### config.mk
export PLATFORM = sky130hd
export DESIGN_NAME = xmodem_block_receiver
export DESIGN_NICKNAME = d
export VERILOG_FILES = /design/src/design/xbr_pkg.sv /design/src/design/xmodem_block_receiver.sv /design/src/design/xbr_front.sv /design/src/design/xbr_queue.sv /design/src/design/xbr_back.sv
export SDC_FILE = /design/constraint.sdc
export NUM_CORES = 1
export LEC_CHECK = 0
export BUFFER_PORTS_ARGS = -buffer_cell sky130_fd_sc_hd__buf_2
export CORE_MARGIN = 4
export CORE_UTILIZATION = 59
export DETAILED_ROUTE_END_ITERATION = 8
export PLACE_DENSITY = 0.75
export SLEW_MARGIN = 20
export SYNTH_ARGS = -nofsm -noshare
export SYNTH_HDL_FRONTEND = slang
export SYNTH_SLANG_ARGS = --single-unit
export TNS_END_PERCENT = 30
### constraint.sdc
create_clock -name aclk -period 4.6 [get_ports aclk]
set_clock_uncertainty 0.1 [all_clocks]
set_input_delay 0.92 -clock aclk [delete_from_list [all_inputs] [get_ports aclk]]
set_output_delay 0.92 -clock aclk [all_outputs]
set_load 0.005 [all_outputs]
### src/design/xbr_pkg.sv
// ----------------------------------------------------------------------------
// xbr_pkg
// Shared types and constants for the XMODEM block receiver.
// ----------------------------------------------------------------------------
package xbr_pkg;

    // Protocol characters
    localparam logic [7:0] CH_NAK = 8'h15;
    localparam logic [7:0] CH_ACK = 8'h06;
    localparam logic [7:0] CH_SOH = 8'h01;
    localparam logic [7:0] CH_EOT = 8'h04;
    localparam logic [7:0] IDX_SUM = 8'hFF;

    localparam logic [23:0] TOTAL_MAX = 24'hFF_FFFF;

    // Input function codes
    localparam logic [1:0] FUNC_START   = 2'd0;
    localparam logic [1:0] FUNC_BYTE    = 2'd1;
    localparam logic [1:0] FUNC_VERDICT = 2'd2;

    // Result kinds
    localparam logic [1:0] KIND_SEND  = 2'd0;
    localparam logic [1:0] KIND_DATA  = 2'd1;
    localparam logic [1:0] KIND_BLOCK = 2'd2;
    localparam logic [1:0] KIND_ERROR = 2'd3;

    // Command opcodes passed from front to back
    localparam logic [1:0] OP_START   = 2'd0;
    localparam logic [1:0] OP_BYTE    = 2'd1;
    localparam logic [1:0] OP_VERDICT = 2'd2;

    // Command queue geometry
    localparam int QUEUE_DEPTH = 4;
    localparam int QUEUE_AW    = 2;

    typedef struct packed {
        logic [1:0] func;
        logic [7:0] rx_byte;
        logic       accept;
    } xbr_in_t;

    typedef struct packed {
        logic [1:0]  kind;
        logic [7:0]  value;
        logic [6:0]  byte_offset;
        logic [7:0]  block_number;
        logic        checksum_ok;
        logic        session_end;
        logic [23:0] received_bytes;
    } xbr_out_t;

    typedef struct packed {
        logic [1:0] op;
        logic [7:0] rx_byte;
        logic       is_soh;
        logic       is_eot;
        logic       accept;
    } xbr_cmd_t;

endpackage

### src/design/xmodem_block_receiver.sv
// ----------------------------------------------------------------------------
// xmodem_block_receiver
// XMODEM receive engine for fixed-size blocks with an 8-bit additive checksum.
// ----------------------------------------------------------------------------
//
//   Channel  Ports                        Moves
//   -------  ---------------------------  ------------------------------------
//   input    s_valid / s_ready / s_data   start, received byte or verdict
//   result   m_valid / m_ready / m_data   byte to send, data byte, block
//                                         status or index error
//
// One transaction per cycle is sustained in both directions while the result
// port is not stalled. An input passes the decode register and the command
// FIFO (4 entries) before its result, if any, reaches the result register;
// the protocol state machine handles one command a cycle unless the result
// port stalls. Reset (aresetn low, synchronous) empties the pipeline and
// returns the session to idle. A stalled result port holds the state
// machine; the FIFO and decode register keep absorbing input until they fill.
// ----------------------------------------------------------------------------
module xmodem_block_receiver
    import xbr_pkg::*;
#(
    parameter int BLOCK_BYTES = 128
) (
    input  logic     aclk,
    input  logic     aresetn,
    input  logic     s_valid,
    output logic     s_ready,
    input  xbr_in_t  s_data,
    output logic     m_valid,
    input  logic     m_ready,
    output xbr_out_t m_data
);

    // Decoded commands between the front and the queue
    logic     fq_valid;
    logic     fq_ready;
    xbr_cmd_t fq_cmd;

    // Commands between the queue and the protocol engine
    logic     qb_valid;
    logic     qb_ready;
    xbr_cmd_t qb_cmd;

    // Decode: classify the function code and pre-flag header characters
    xbr_front u_front (
        .aclk      (aclk),
        .aresetn   (aresetn),
        .s_valid   (s_valid),
        .s_ready   (s_ready),
        .s_data    (s_data),
        .cmd_valid (fq_valid),
        .cmd_ready (fq_ready),
        .cmd       (fq_cmd)
    );

    // Buffer commands so input keeps flowing while results stall
    xbr_queue u_queue (
        .aclk       (aclk),
        .aresetn    (aresetn),
        .push_valid (fq_valid),
        .push_ready (fq_ready),
        .push_cmd   (fq_cmd),
        .pop_valid  (qb_valid),
        .pop_ready  (qb_ready),
        .pop_cmd    (qb_cmd)
    );

    // Execute: session state, index check, checksum, byte total
    xbr_back #(
        .BLOCK_BYTES (BLOCK_BYTES)
    ) u_back (
        .aclk      (aclk),
        .aresetn   (aresetn),
        .cmd_valid (qb_valid),
        .cmd_ready (qb_ready),
        .cmd       (qb_cmd),
        .m_valid   (m_valid),
        .m_ready   (m_ready),
        .m_data    (m_data)
    );

endmodule

### src/design/xbr_front.sv
// ----------------------------------------------------------------------------
// xbr_front
// Input stage: accepts items, decodes them into commands, drops no-ops.
// ----------------------------------------------------------------------------
module xbr_front
    import xbr_pkg::*;
(
    input  logic     aclk,
    input  logic     aresetn,
    input  logic     s_valid,
    output logic     s_ready,
    input  xbr_in_t  s_data,
    output logic     cmd_valid,
    input  logic     cmd_ready,
    output xbr_cmd_t cmd
);

    logic     valid_reg;
    logic     valid_next;
    xbr_cmd_t cmd_reg;
    xbr_cmd_t cmd_next;
    logic     take;
    logic     keep;

    assign s_ready = !valid_reg || cmd_ready;
    assign take    = s_valid && s_ready;

    always_comb begin
        cmd_next.op      = OP_START;
        cmd_next.rx_byte = s_data.rx_byte;
        cmd_next.is_soh  = (s_data.rx_byte == CH_SOH);
        cmd_next.is_eot  = (s_data.rx_byte == CH_EOT);
        cmd_next.accept  = s_data.accept;
        keep             = 1'b1;
        unique case (s_data.func)
            FUNC_START:   cmd_next.op = OP_START;
            FUNC_BYTE:    cmd_next.op = OP_BYTE;
            FUNC_VERDICT: cmd_next.op = OP_VERDICT;
            default:      keep = 1'b0;  // drop unused function code
        endcase
    end

    always_comb begin
        valid_next = valid_reg;
        if (s_ready) begin
            valid_next = take && keep;
        end
    end

    always_ff @(posedge aclk) begin
        if (!aresetn) begin
            valid_reg <= 1'b0;
        end else begin
            valid_reg <= valid_next;
        end
    end

    always_ff @(posedge aclk) begin
        if (take) begin
            cmd_reg <= cmd_next;
        end
    end

    assign cmd_valid = valid_reg;
    assign cmd       = cmd_reg;

endmodule

### src/design/xbr_queue.sv
// ----------------------------------------------------------------------------
// xbr_queue
// Small command FIFO decoupling the decode stage from the protocol engine.
// ----------------------------------------------------------------------------
module xbr_queue
    import xbr_pkg::*;
(
    input  logic     aclk,
    input  logic     aresetn,
    input  logic     push_valid,
    output logic     push_ready,
    input  xbr_cmd_t push_cmd,
    output logic     pop_valid,
    input  logic     pop_ready,
    output xbr_cmd_t pop_cmd
);

    xbr_cmd_t             mem [QUEUE_DEPTH];
    logic [QUEUE_AW-1:0]  wr_ptr_reg;
    logic [QUEUE_AW-1:0]  rd_ptr_reg;
    logic [QUEUE_AW:0]    count_reg;
    logic [QUEUE_AW:0]    count_next;
    logic                 push;
    logic                 pop;

    assign push_ready = (count_reg != (QUEUE_AW + 1)'(QUEUE_DEPTH));
    assign pop_valid  = (count_reg != '0);
    assign push       = push_valid && push_ready;
    assign pop        = pop_valid && pop_ready;
    assign pop_cmd    = mem[rd_ptr_reg];

    always_comb begin
        count_next = count_reg;
        if (push && !pop) begin
            count_next = count_reg + 1'b1;
        end else if (pop && !push) begin
            count_next = count_reg - 1'b1;
        end
    end

    always_ff @(posedge aclk) begin
        if (!aresetn) begin
            wr_ptr_reg <= '0;
            rd_ptr_reg <= '0;
            count_reg  <= '0;
        end else begin
            count_reg <= count_next;
            if (push) begin
                wr_ptr_reg <= wr_ptr_reg + 1'b1;
            end
            if (pop) begin
                rd_ptr_reg <= rd_ptr_reg + 1'b1;
            end
        end
    end

    always_ff @(posedge aclk) begin
        if (push) begin
            mem[wr_ptr_reg] <= push_cmd;
        end
    end

endmodule

### src/design/xbr_back.sv
// ----------------------------------------------------------------------------
// xbr_back
// Protocol engine: session state machine, block checks and result register.
// ----------------------------------------------------------------------------
module xbr_back
    import xbr_pkg::*;
#(
    parameter int BLOCK_BYTES = 128
) (
    input  logic     aclk,
    input  logic     aresetn,
    input  logic     cmd_valid,
    output logic     cmd_ready,
    input  xbr_cmd_t cmd,
    output logic     m_valid,
    input  logic     m_ready,
    output xbr_out_t m_data
);

    localparam logic [2:0] PH_IDLE    = 3'd0;
    localparam logic [2:0] PH_HUNT    = 3'd1;
    localparam logic [2:0] PH_INDEX   = 3'd2;
    localparam logic [2:0] PH_COMPL   = 3'd3;
    localparam logic [2:0] PH_DATA    = 3'd4;
    localparam logic [2:0] PH_CSUM    = 3'd5;
    localparam logic [2:0] PH_VERDICT = 3'd6;

    localparam logic [7:0]  LAST_COUNT = 8'(BLOCK_BYTES);
    localparam logic [23:0] SAT_LIMIT  = TOTAL_MAX - 24'(BLOCK_BYTES);

    logic [2:0]  phase_reg,   phase_next;
    logic [7:0]  index_reg,   index_next;
    logic [7:0]  count_reg,   count_next;
    logic [7:0]  sum_reg,     sum_next;
    logic [23:0] total_reg,   total_next;
    logic        m_valid_reg;
    xbr_out_t    m_data_reg;
    logic        res_valid;
    xbr_out_t    res;
    logic        fire;
    logic [7:0]  count_inc;

    assign cmd_ready = !m_valid_reg || m_ready;
    assign fire      = cmd_valid && cmd_ready;
    assign count_inc = count_reg + 8'd1;

    always_comb begin
        phase_next = phase_reg;
        index_next = index_reg;
        count_next = count_reg;
        sum_next   = sum_reg;
        total_next = total_reg;
        res_valid  = 1'b0;
        res        = '0;
        if (fire) begin
            unique case (cmd.op)
                OP_START: begin
                    total_next = '0;
                    count_next = '0;
                    sum_next   = '0;
                    phase_next = PH_HUNT;
                    res_valid  = 1'b1;
                    res.kind   = KIND_SEND;
                    res.value  = CH_NAK;
                end
                OP_VERDICT: begin
                    if (phase_reg == PH_VERDICT) begin
                        total_next = (total_reg > SAT_LIMIT) ? TOTAL_MAX
                                   : total_reg + 24'(BLOCK_BYTES);
                        phase_next = PH_HUNT;
                        res_valid  = 1'b1;
                        res.kind   = KIND_SEND;
                        res.value  = cmd.accept ? CH_ACK : CH_NAK;
                    end
                end
                OP_BYTE: begin
                    unique case (phase_reg)
                        PH_HUNT: begin
                            if (cmd.is_soh) begin
                                phase_next = PH_INDEX;
                            end else if (cmd.is_eot) begin
                                phase_next      = PH_IDLE;
                                res_valid       = 1'b1;
                                res.kind        = KIND_SEND;
                                res.value       = CH_ACK;
                                res.session_end = 1'b1;
                            end
                        end
                        PH_INDEX: begin
                            index_next = cmd.rx_byte;
                            phase_next = PH_COMPL;
                        end
                        PH_COMPL: begin
                            if (index_reg + cmd.rx_byte != IDX_SUM) begin
                                phase_next = PH_IDLE;
                                res_valid  = 1'b1;
                                res.kind   = KIND_ERROR;
                            end else begin
                                count_next = '0;
                                sum_next   = '0;
                                phase_next = PH_DATA;
                            end
                        end
                        PH_DATA: begin
                            res_valid       = 1'b1;
                            res.kind        = KIND_DATA;
                            res.value       = cmd.rx_byte;
                            res.byte_offset = count_reg[6:0];
                            sum_next        = sum_reg + cmd.rx_byte;
                            count_next      = count_inc;
                            if (count_inc >= LAST_COUNT) begin
                                phase_next = PH_CSUM;
                            end
                        end
                        PH_CSUM: begin
                            phase_next      = PH_VERDICT;
                            res_valid       = 1'b1;
                            res.kind        = KIND_BLOCK;
                            res.checksum_ok = (cmd.rx_byte == sum_reg);
                        end
                        default: ;  // idle, verdict wait, unused codes: drop
                    endcase
                end
                default: ;
            endcase
        end
        res.block_number   = index_next;
        res.received_bytes = total_next;
    end

    always_ff @(posedge aclk) begin
        if (!aresetn) begin
            phase_reg   <= PH_IDLE;
            index_reg   <= '0;
            count_reg   <= '0;
            sum_reg     <= '0;
            total_reg   <= '0;
            m_valid_reg <= 1'b0;
        end else begin
            phase_reg <= phase_next;
            index_reg <= index_next;
            count_reg <= count_next;
            sum_reg   <= sum_next;
            total_reg <= total_next;
            if (cmd_ready) begin
                m_valid_reg <= fire && res_valid;
            end
        end
    end

    always_ff @(posedge aclk) begin
        if (cmd_ready) begin
            m_data_reg <= res;
        end
    end

    assign m_valid = m_valid_reg;
    assign m_data  = m_data_reg;

endmodule
After elaboration in Yosys (flattened, before gate mapping)
Memory sizes are Yosys's and may differ from the RTL's. A register that Yosys moved wholly into a read port is not among the register bits.
Index checks and enable logic that the tools add are counted.
{"block": "totals", "ff_bits": 124, "ramBits": 52, "output_inout_bits": 53, "memories": 1}
{"block": "classes", "n_addsub": 8, "order_cmp": 2, "n_eq_ne": 21, "mux": 42, "reduce_logical": 26}
{"name": "u_queue.mem", "depth": 4, "word_bits": 13, "rd": 1, "rd_clocked_by_memory_dff": 1, "wr": 1, "line": "xbr_queue.sv:18", "text": "xbr_cmd_t mem [QUEUE_DEPTH];"}
{"op": "$pmux W8 S2", "n": 5}
{"op": "$mux W24", "n": 3}
{"op": "$pmux W24 S2", "n": 1}
{"op": "$mux W8", "n": 5}
{"op": "$pmux W10 S3", "n": 1}
{"op": "$mux W3", "n": 9}
{"op": "$add A24 B8 Y24 const B", "n": 1}
{"op": "$gt A24 B24 Y1 const B", "n": 1}
{"op": "$add A8 B8 Y8", "n": 2}
{"op": "$pmux W3 S5", "n": 1}
{"op": "$eq A3 B3 Y1 const B", "n": 3}
{"op": "$ne A3 B3 Y1 const B", "n": 3}
{"op": "$pmux W3 S3", "n": 1}
{"op": "$reduce_and A3 Y1", "n": 3}
{"op": "$add A8 B1 Y8 const B", "n": 1}
{"op": "$eq A8 B1 Y1 const B", "n": 1}
{"op": "$eq A8 B3 Y1 const B", "n": 1}
{"op": "$eq A8 B8 Y1", "n": 1}
{"op": "$ge A8 B8 Y1 const B", "n": 1}
{"op": "$mux W1", "n": 8}
{"op": "$ne A8 B8 Y1 const B", "n": 1}
{"op": "$pmux W2 S4", "n": 1}
{"op": "$logic_and A1 B1 Y1", "n": 7}
{"op": "$eq A3 B2 Y1 const B", "n": 2}
{"op": "other kinds (23)", "n": 36}

Depth between registers and ports, before layout
Gate-level depths: netlist (run 1).
{"block": "depth", "ltp_word": 7, "mapped_depth": 13, "ltp_nobuf": 10}

Modules after synthesis
A second synthesis (run 1) with hierarchy kept.
{"block": "unflattened", "hier_cells": 638, "area_unflattened_um2": 7938.9}
{"module": "xbr_back", "instances": 1, "cells_per_inst": 498, "area_each_um2": 5064.9, "seq_area_each_um2": 2572.5}
{"module": "xbr_queue", "instances": 1, "cells_per_inst": 115, "area_each_um2": 2384.8, "seq_area_each_um2": 1741.7}
{"module": "xbr_front", "instances": 1, "cells_per_inst": 25, "area_each_um2": 489.2, "seq_area_each_um2": 410.4}

Worst setup path after synthesis (run 1)
No wires, ideal clock.
{"block": "synth_timing", "path_type": "register -> register", "from": "reg (tool-made name)", "to": "reg u_back.sum_reg[7]", "setup_ps": 127, "arrival_ps": 2937, "setup_slack_ps": 1436, "stages_incl_launch_ff": 13, "n_path_buf": 3, "synth_period_minus_slack_ps": 3164, "cell_sequence": "dfxtp_1 -> buf_6 -> buf_6 -> mux4_2 -> ha_1 -> inv_1 -> fa_1 -> nand4b_1 -> a21oi_1 -> nand3_1 -> o31ai_4 -> buf_2 -> o211ai_1"}
{"item": "to (signal assigned)", "line": "xbr_back.sv:143", "text": "sum_reg <= sum_next;"}
{"item": "to (decl)", "line": "xbr_back.sv:34", "text": "logic [7:0] sum_reg, sum_next;"}

==> summary.md, run 1 <==
| Metric | Value |
|---|---|
| Initial Util | 61.3% |
| Leak | 3.49 nW |
| Fmax | 274 MHz |
| EDFF count, synth | 116 |
| Htree depth | 4 |
| Share of power burned in registers | 43.8% |
| Maximum Capacitance Violations | 0 |
| Antenna Cells | 0 |
| Tmin final | 3650 ps |
| Via/cell ratio | 6.00 |
| Post-synth top flop | edfxtp_1 |
| Die W | 123 um |
| Global placer's final weighted congestion | 0.942 |
| Synth cell types | 63 |
| Sequential-to-total area share from yosys stat | 60.1% |
| Die Span Y | 123 um |
| Pwr dens | 494 mW/mm2 |
| Req. time, crit path | 4760 ps |
| Critical path, cell by cell | buf_4 > mux4_2 > ha_1 > nand2b_1 > a21oi_1 > xor2_1 > nand3_1 > o31ai_4 > a41oi_1 |
| Overall Power | 4.41 mW |
| Overflow after GRT | 0 |
| Core Area | 0.0128 mm2 |
| Drt first pass iters | 6 |
| Synth Register Bits | 178 |
| DR iter-0 viols | 549 |
| Outcome | completed |
| Initial antenna violation count | 0 |
| CP max stage delay | 700 ps |
| Setup TNS | 0 ps |
| Slew Limit Fails | 0 |
| Hold_buf cts | 0 |
| Pint | 3.04 mW |
| Post-cts resize count | 0 |
| DR WL/cell | 17.7 um |
| CTS tree | done |
| Post-DRT Antenna Nets | 0 |
| Final #Nets | 762 |
| Type of element launching the critical path | flop |
| Fraction of registers with async set/reset | 0% |
| RSZ-0062 raised after global routing | false |
| Relative slew slack | 40.6% |
| Pin count of the biggest net entering global routing | 53 |
| Max clock buf depth | 2 |
| First-pass GRT wire length | 26200 um |
| Total CTS buffers | 17 |
| Hold Violations, Final | 0 |
| DP HPWL | 11000 um |
| Root buffer cell | clkbuf_16 |
| Setup CP Type | flop to flop |
| Mapped Nets | 699 |
| Max reg flops | 52 |
| Cells after synthesis | 660 |
| Clock power frac | 32.8% |
| PortBufs | 67 |
| Area grow syn2layout | 13.6% |
| Post-Syn Area per Cell | 11.9 um2 |
| Critical path peak fanout | 17 |
| Number of global-route vias before repair | 5254 |
| Final Setup Violations | 0 |
| Die area | 0.0152 mm2 |
| Share of cells above drive strength 1 | 18.5% |
| Final period util | 79.4% |
| Slowest-stage cell, CP | o31ai_4 |
| Worst-skew pair later-pin latency | 430 ps |
| Psw | 1.37 mW |
| Combinational power share | 23.3% |
| Row count | 41 |
| Mapped Area | 0.00786 mm2 |
| Yosys Warn Count | 0 |
| Via count | 5452 |
| GRT Util Overall | 22.5% |
| DRC Markers | 0 |
| Post-CTS setup buffer count | 0 |
| Arrival time at the worst endpoint | 3810 ps |
| Hold WC Path Type | flop to flop |
| Final wirelength | 16100 um |
| Critical Path Sink Type | flop |
| I/O pins | 68 |
| Clock transition at path regs | 60 ps |
| Switch share | 31.1% |
| Worst Tran Pin Value | 868 ps |
| Max VDD drop | 358 uV |
| CTS sink count | 178 |
==> layer usage <==
metal / share of wire (%) / global-route usage (%) / vias up
li1: - / - / 2584
met5: 0 / 0 / -
met4: 1.6 / 8.17 / 0
met1: 42 / 29.7 / 2618
met3: 6.7 / 4.44 / 25
met2: 49 / 37.3 / 225
==> power by group through the flow <==
| stage | registers (mW) | logic [mW] | clock network (mW) |
|---|---|---|---|
| 6_report | 1.93 | 1.03 | 1.45 |
| 5_1_grt | 1.95 | 1.14 | 1.55 |
| 4_1_cts | 1.94 | 1.03 | 1.48 |
| 3_5_place_dp | 1.97 | 1.02 | 0 |
| 3_3_place_gp | 1.96 | 0.999 | 0 |
| 2_1_floorplan | 1.94 | 0.737 | 0 |
==> Yosys cell counts, types with 4 or more instances <==
| cell type | instances | area [um2] |
|---|---|---|
| buf_2 | 5 | 25.0 |
| and2_1 | 33 | 206 |
| a2bb2oi_1 | 6 | 52.6 |
| nor2b_1 | 7 | 43.8 |
| nor3_1 | 11 | 55.1 |
| nor2_1 | 65 | 244 |
| xnor2_1 | 7 | 61.3 |
| a211oi_1 | 7 | 52.6 |
| o21ai_0 | 32 | 160 |
| mux4_2 | 12 | 270 |
| nor4_1 | 4 | 25.0 |
| nand2_1 | 42 | 158 |
| or2_2 | 6 | 37.5 |
| xor2_1 | 9 | 78.8 |
| ha_1 | 21 | 263 |
| mux2_2 | 7 | 78.8 |
| o31ai_1 | 4 | 30.0 |
| nand3_1 | 16 | 80.1 |
| mux2i_1 | 4 | 40.0 |
| nand2b_1 | 4 | 25.0 |
| clkbuf_1 | 19 | 71.3 |
| a41oi_1 | 6 | 52.6 |
| edfxtp_1 | 116 | 3480 |
| nand4_1 | 10 | 62.6 |
| dfxtp_1 | 62 | 1240 |
| and3_1 | 17 | 106 |
| a311oi_1 | 4 | 35.0 |
| inv_1 | 17 | 63.8 |
| a31oi_1 | 8 | 50.1 |
| a21oi_1 | 48 | 240 |
==> per-stage QoR <==
stage	setup WS, ps	hold slack [ps]	instances	utilization (%)	instance area (um2)
finish	948	378	908	69.6	8930
global route	610	424	908	69.6	8930
CTS	903	384	908	69.6	8920
detailed placement	975	363	876	64.9	8330
global placement	1030	351	876	64.9	8330
floorplan	1440	341	660	-	7860
==> cells in the final DEF, fill, tap and decap left out, types with 6 or more instances in the layout <==
master     Yosys  layout
o21ai_0       32      32
and2_1        33      33
inv_1         17      16
nor2_1        65      65
xnor2_1        7       7
clkbuf_16      0      17
buf_4          0       6
ha_1          21      21
nor3_1        11      10
edfxtp_1     116     116
a41oi_1        6       6
dfxtp_1       62      62
nand4_1       10      10
nand3_1       16      16
and3_1        17      17
nand2_1       42      42
a211oi_1       7       7
or2_2          6       6
buf_2          5      67
nor2b_1        7       7
inv_6          0       7
a2bb2oi_1      6       6
mux2_2         7       7
xor2_1         9       9
a31oi_1        8       8
mux4_2        12      12
a21oi_1       48      48
==> cells by family after synthesis <==
| kind of cell | after synthesis | synth area share [%] |
|---|---|---|
| and+or+nand+nor | 233 | 15.2 |
| muxes | 23 | 4.95 |
| AOI/OAI and AO/OA | 139 | 11.3 |
| adders and majority gates | 24 | 4.11 |
| xor gates and xnor gates | 16 | 1.78 |
| DFF | 178 | 60.1 |
| buffers and inverters | 47 | 2.52 |
==> worst paths after layout <==
kind | start | endpoint | slack [ps] | depth (start not counted)
setup reg to reg | flop | u_back.count_reg[3]$_SDFFE_PN0P_ | 950 | 9
hold / removal | u_back.total_reg[3]$_SDFF_PN0_ | u_back.total_reg[3]$_SDFF_PN0_ | 380 | 2
setup / recovery | flop | u_back.count_reg[3]$_SDFFE_PN0P_ | 950 | 9
hold reg to reg | u_back.total_reg[3]$_SDFF_PN0_ | u_back.total_reg[3]$_SDFF_PN0_ | 380 | 2
==> critical path: cells and delay by family, from the launching register on <==
kind	cells	cell delay (ps)
mux	1	600
xor+xnor	1	150
fa+ha+maj	1	370
flops	1	600
buf+inv	1	290
simple gates	2	280
compound gates	3	1080
==> area by class of cell <==
cell class / count / area [um2]
flip-flops and latches: 178 / 4720
inverters: 18 / 68.8
clock buffers: 17 / 425
fillers: 938 / 3900
clock inverters: 15 / 171
multi-input cells: 435 / 2940
well taps: 172 / 215
repair buffers: 73 / 380
Note: power is estimated with default switching activity, not from simulation.
==> run 2, diff against run 1 <==
- clock period: 4.6 -> 3.5 ns (I/O delays scaled with it)
==> run 2 against run 1 <==
- wire length increased by 0.21%
- clock power increased by 28%
- first-iteration DRC count increased by 6.9%
- critical endpoint is now u_back.m_valid$_SDFFE_PN0N_
- highest routed layer unchanged
==> summary.md, run 2 (synthesis gave the netlist of run 1 again) <==
| Metric | Value |
|---|---|
| Most common cell after layout, fill and taps aside | edfxtp_1 |
| Fillers | 929 |
| Max reg flops | 52 |
| Tmin final | 3250 ps |
| Antenna Cells | 0 |
| Core Area | 0.0128 mm2 |
| Number of global-route vias before repair | 5238 |
| Area grow syn2layout | 14.2% |
| CTS sink count | 178 |
| Die Span Y | 123 um |
| Post-DRT Antenna Nets | 0 |
| Die W | 123 um |
| Hold WC Path Type | input pin to flop |
| Final #Nets | 770 |
| Max VDD drop | 468 uV |
| Global placer's final weighted congestion | 0.916 |
| Critical path, cell by cell | buf_4 > mux4_2 > ha_1 > a21o_1 > a21oi_1 > o21ai_0 > xnor2_1 > o31ai_4 > buf_4 > a221oi_1 |
| Hold slack | 337 ps |
| Req. time, crit path | 3730 ps |
| CP max stage delay | 560 ps |
| Relative slew slack | 41.4% |
| Root buffer cell | clkbuf_16 |
| Fmax | 308 MHz |
| Htree depth | 4 |
| CTS tree | done |
| Post-cts resize count | 0 |
| Post-CTS setup buffer count | 0 |
| Maximum Capacitance Violations | 0 |
| Setup TNS | 0 ps |
| Final period util | 92.8% |
| Max clock buf depth | 2 |
| Hold Violations, Final | 0 |
| Drt first pass iters | 5 |
| GRT Util Overall | 22.4% |
| Initial antenna violation count | 0 |
| Post-Route M1 WL | 6720 um |
| Initial Util | 61.3% |
| First-pass GRT wire length | 26000 um |
| PortBufs | 67 |
| Slew Limit Fails | 0 |
| Clock transition at path regs | 70 ps |
| Worst Tran Pin Value | 878 ps |
| Slowest-stage cell, CP | mux4_2 |
| Top layer in use | met4 |
| Worst-skew pair later-pin latency | 430 ps |
| RSZ-0062 raised after global routing | false |
| Met2 wire length | 7730 um |
| Share of cells above drive strength 1 | 19.1% |
| Total CTS buffers | 17 |
| Setup CP Type | flop to flop |
| Highest-count cells in the layout ignoring fill and taps | edfxtp_1, buf_2, nor2_1 |
| DR iter-0 viols | 587 |
| FF-to-FF End | u_back.m_valid$_SDFFE_PN0N_ |
| Most used cell, CP | buf_4 |
| Row count | 41 |
| DP HPWL | 11200 um |
| DRC Markers | 0 |
| Via/cell ratio | 6.06 |
| R2R setup slack | 250 ps |
| Die area | 0.0152 mm2 |
| Pin count of the biggest net entering global routing | 53 |
| Overflow after GRT | 0 |
| DR WL/cell | 17.6 um |
| Final Setup Violations | 0 |
| Pwr dens | 645 mW/mm2 |
| Type of element launching the critical path | flop |
| Met3 wire len | 1370 um |
| I/O pins | 68 |
| Worst Reg-to-Reg Cells | 10 |
| Via count | 5548 |
| Worst Setup EP | u_back.m_valid$_SDFFE_PN0N_ |
| Hold_buf cts | 0 |
| Critical Path Sink Type | flop |
| Outcome | completed |
| Final wirelength | 16100 um |
| Critical path peak fanout | 17 |
| Leak | 3.52 nW |
| Arrival time at the worst endpoint | 3470 ps |
| Final Util | 70.0% |
run 2: changes by cell type in the layout (fill, tap and decap cells not counted):
cell,before,now
buf_4,6,14
inv_6,7,2
clkbuf_1,0,1
clkinv_1,1,2
clkinv_2,2,3
clkinv_4,3,4
inv_8,1,2
run 2: report_power, final:
part           internal (mW)  switching (mW)  total, mW
clock network           1.06           0.794       1.86
logic                  0.526           0.857       1.38
registers               2.42           0.121       2.54
total                   4.01            1.77       5.78
run 2: metrics by stage:
step	setup WS (ps)	area (um2)	power [mW]	instances
5_1_grt	22.1	8970	6.07	916
2_1_floorplan	336	7860	3.51	660
4_1_cts	228	8970	5.82	916
3_5_place_dp	240	8390	3.95	884
6_report	251	8970	5.78	916
3_3_place_gp	334	8390	3.90	884
run 2: cell type report:
cell class / count / area, um2 / share of cell area, %
well taps: 172 / 215 / 2.40
clock buffers: 18 / 429 / 4.78
flip-flops and latches: 178 / 4720 / 52.6
multi-input cells: 435 / 2940 / 32.8
clock inverters: 14 / 156 / 1.74
repair buffers: 81 / 440 / 4.91
inverters: 18 / 68.8 / 0.767
run 2: worst min path at each step:
stage | from | end | depth (start not counted)
after global routing | s_data[0] | u_front.cmd[0]$_DFFE_PP_ | 1
after floorplan | u_back.total_reg[0]$_SDFF_PN0_ | u_back.total_reg[0]$_SDFF_PN0_ | 2
after CTS | s_data[0] | u_front.cmd[0]$_DFFE_PP_ | 1
after global placement | u_back.total_reg[1]$_SDFF_PN0_ | u_back.total_reg[1]$_SDFF_PN0_ | 2
after detailed placement | u_back.total_reg[0]$_SDFF_PN0_ | u_back.total_reg[0]$_SDFF_PN0_ | 2
final | s_data[0] | u_front.cmd[0]$_DFFE_PP_ | 1
run 2: critical path: cells and delay by family, from the launching register on:
family,cells,cell delay (ps)
multiplexers,1,560
flip-flops,1,510
AO/OA/AOI/OAI,5,770
XOR/XNOR,1,370
buffers and inverters,2,440
adder cells (fa/ha/maj),1,370
run 2: routing by layer:
layer / up-vias / global-route usage [%]
li1: 2600 / -
met1: 2656 / 29.2
met2: 259 / 36.2
met3: 33 / 6.22
met4: 0 / 7.96
met5: - / 0
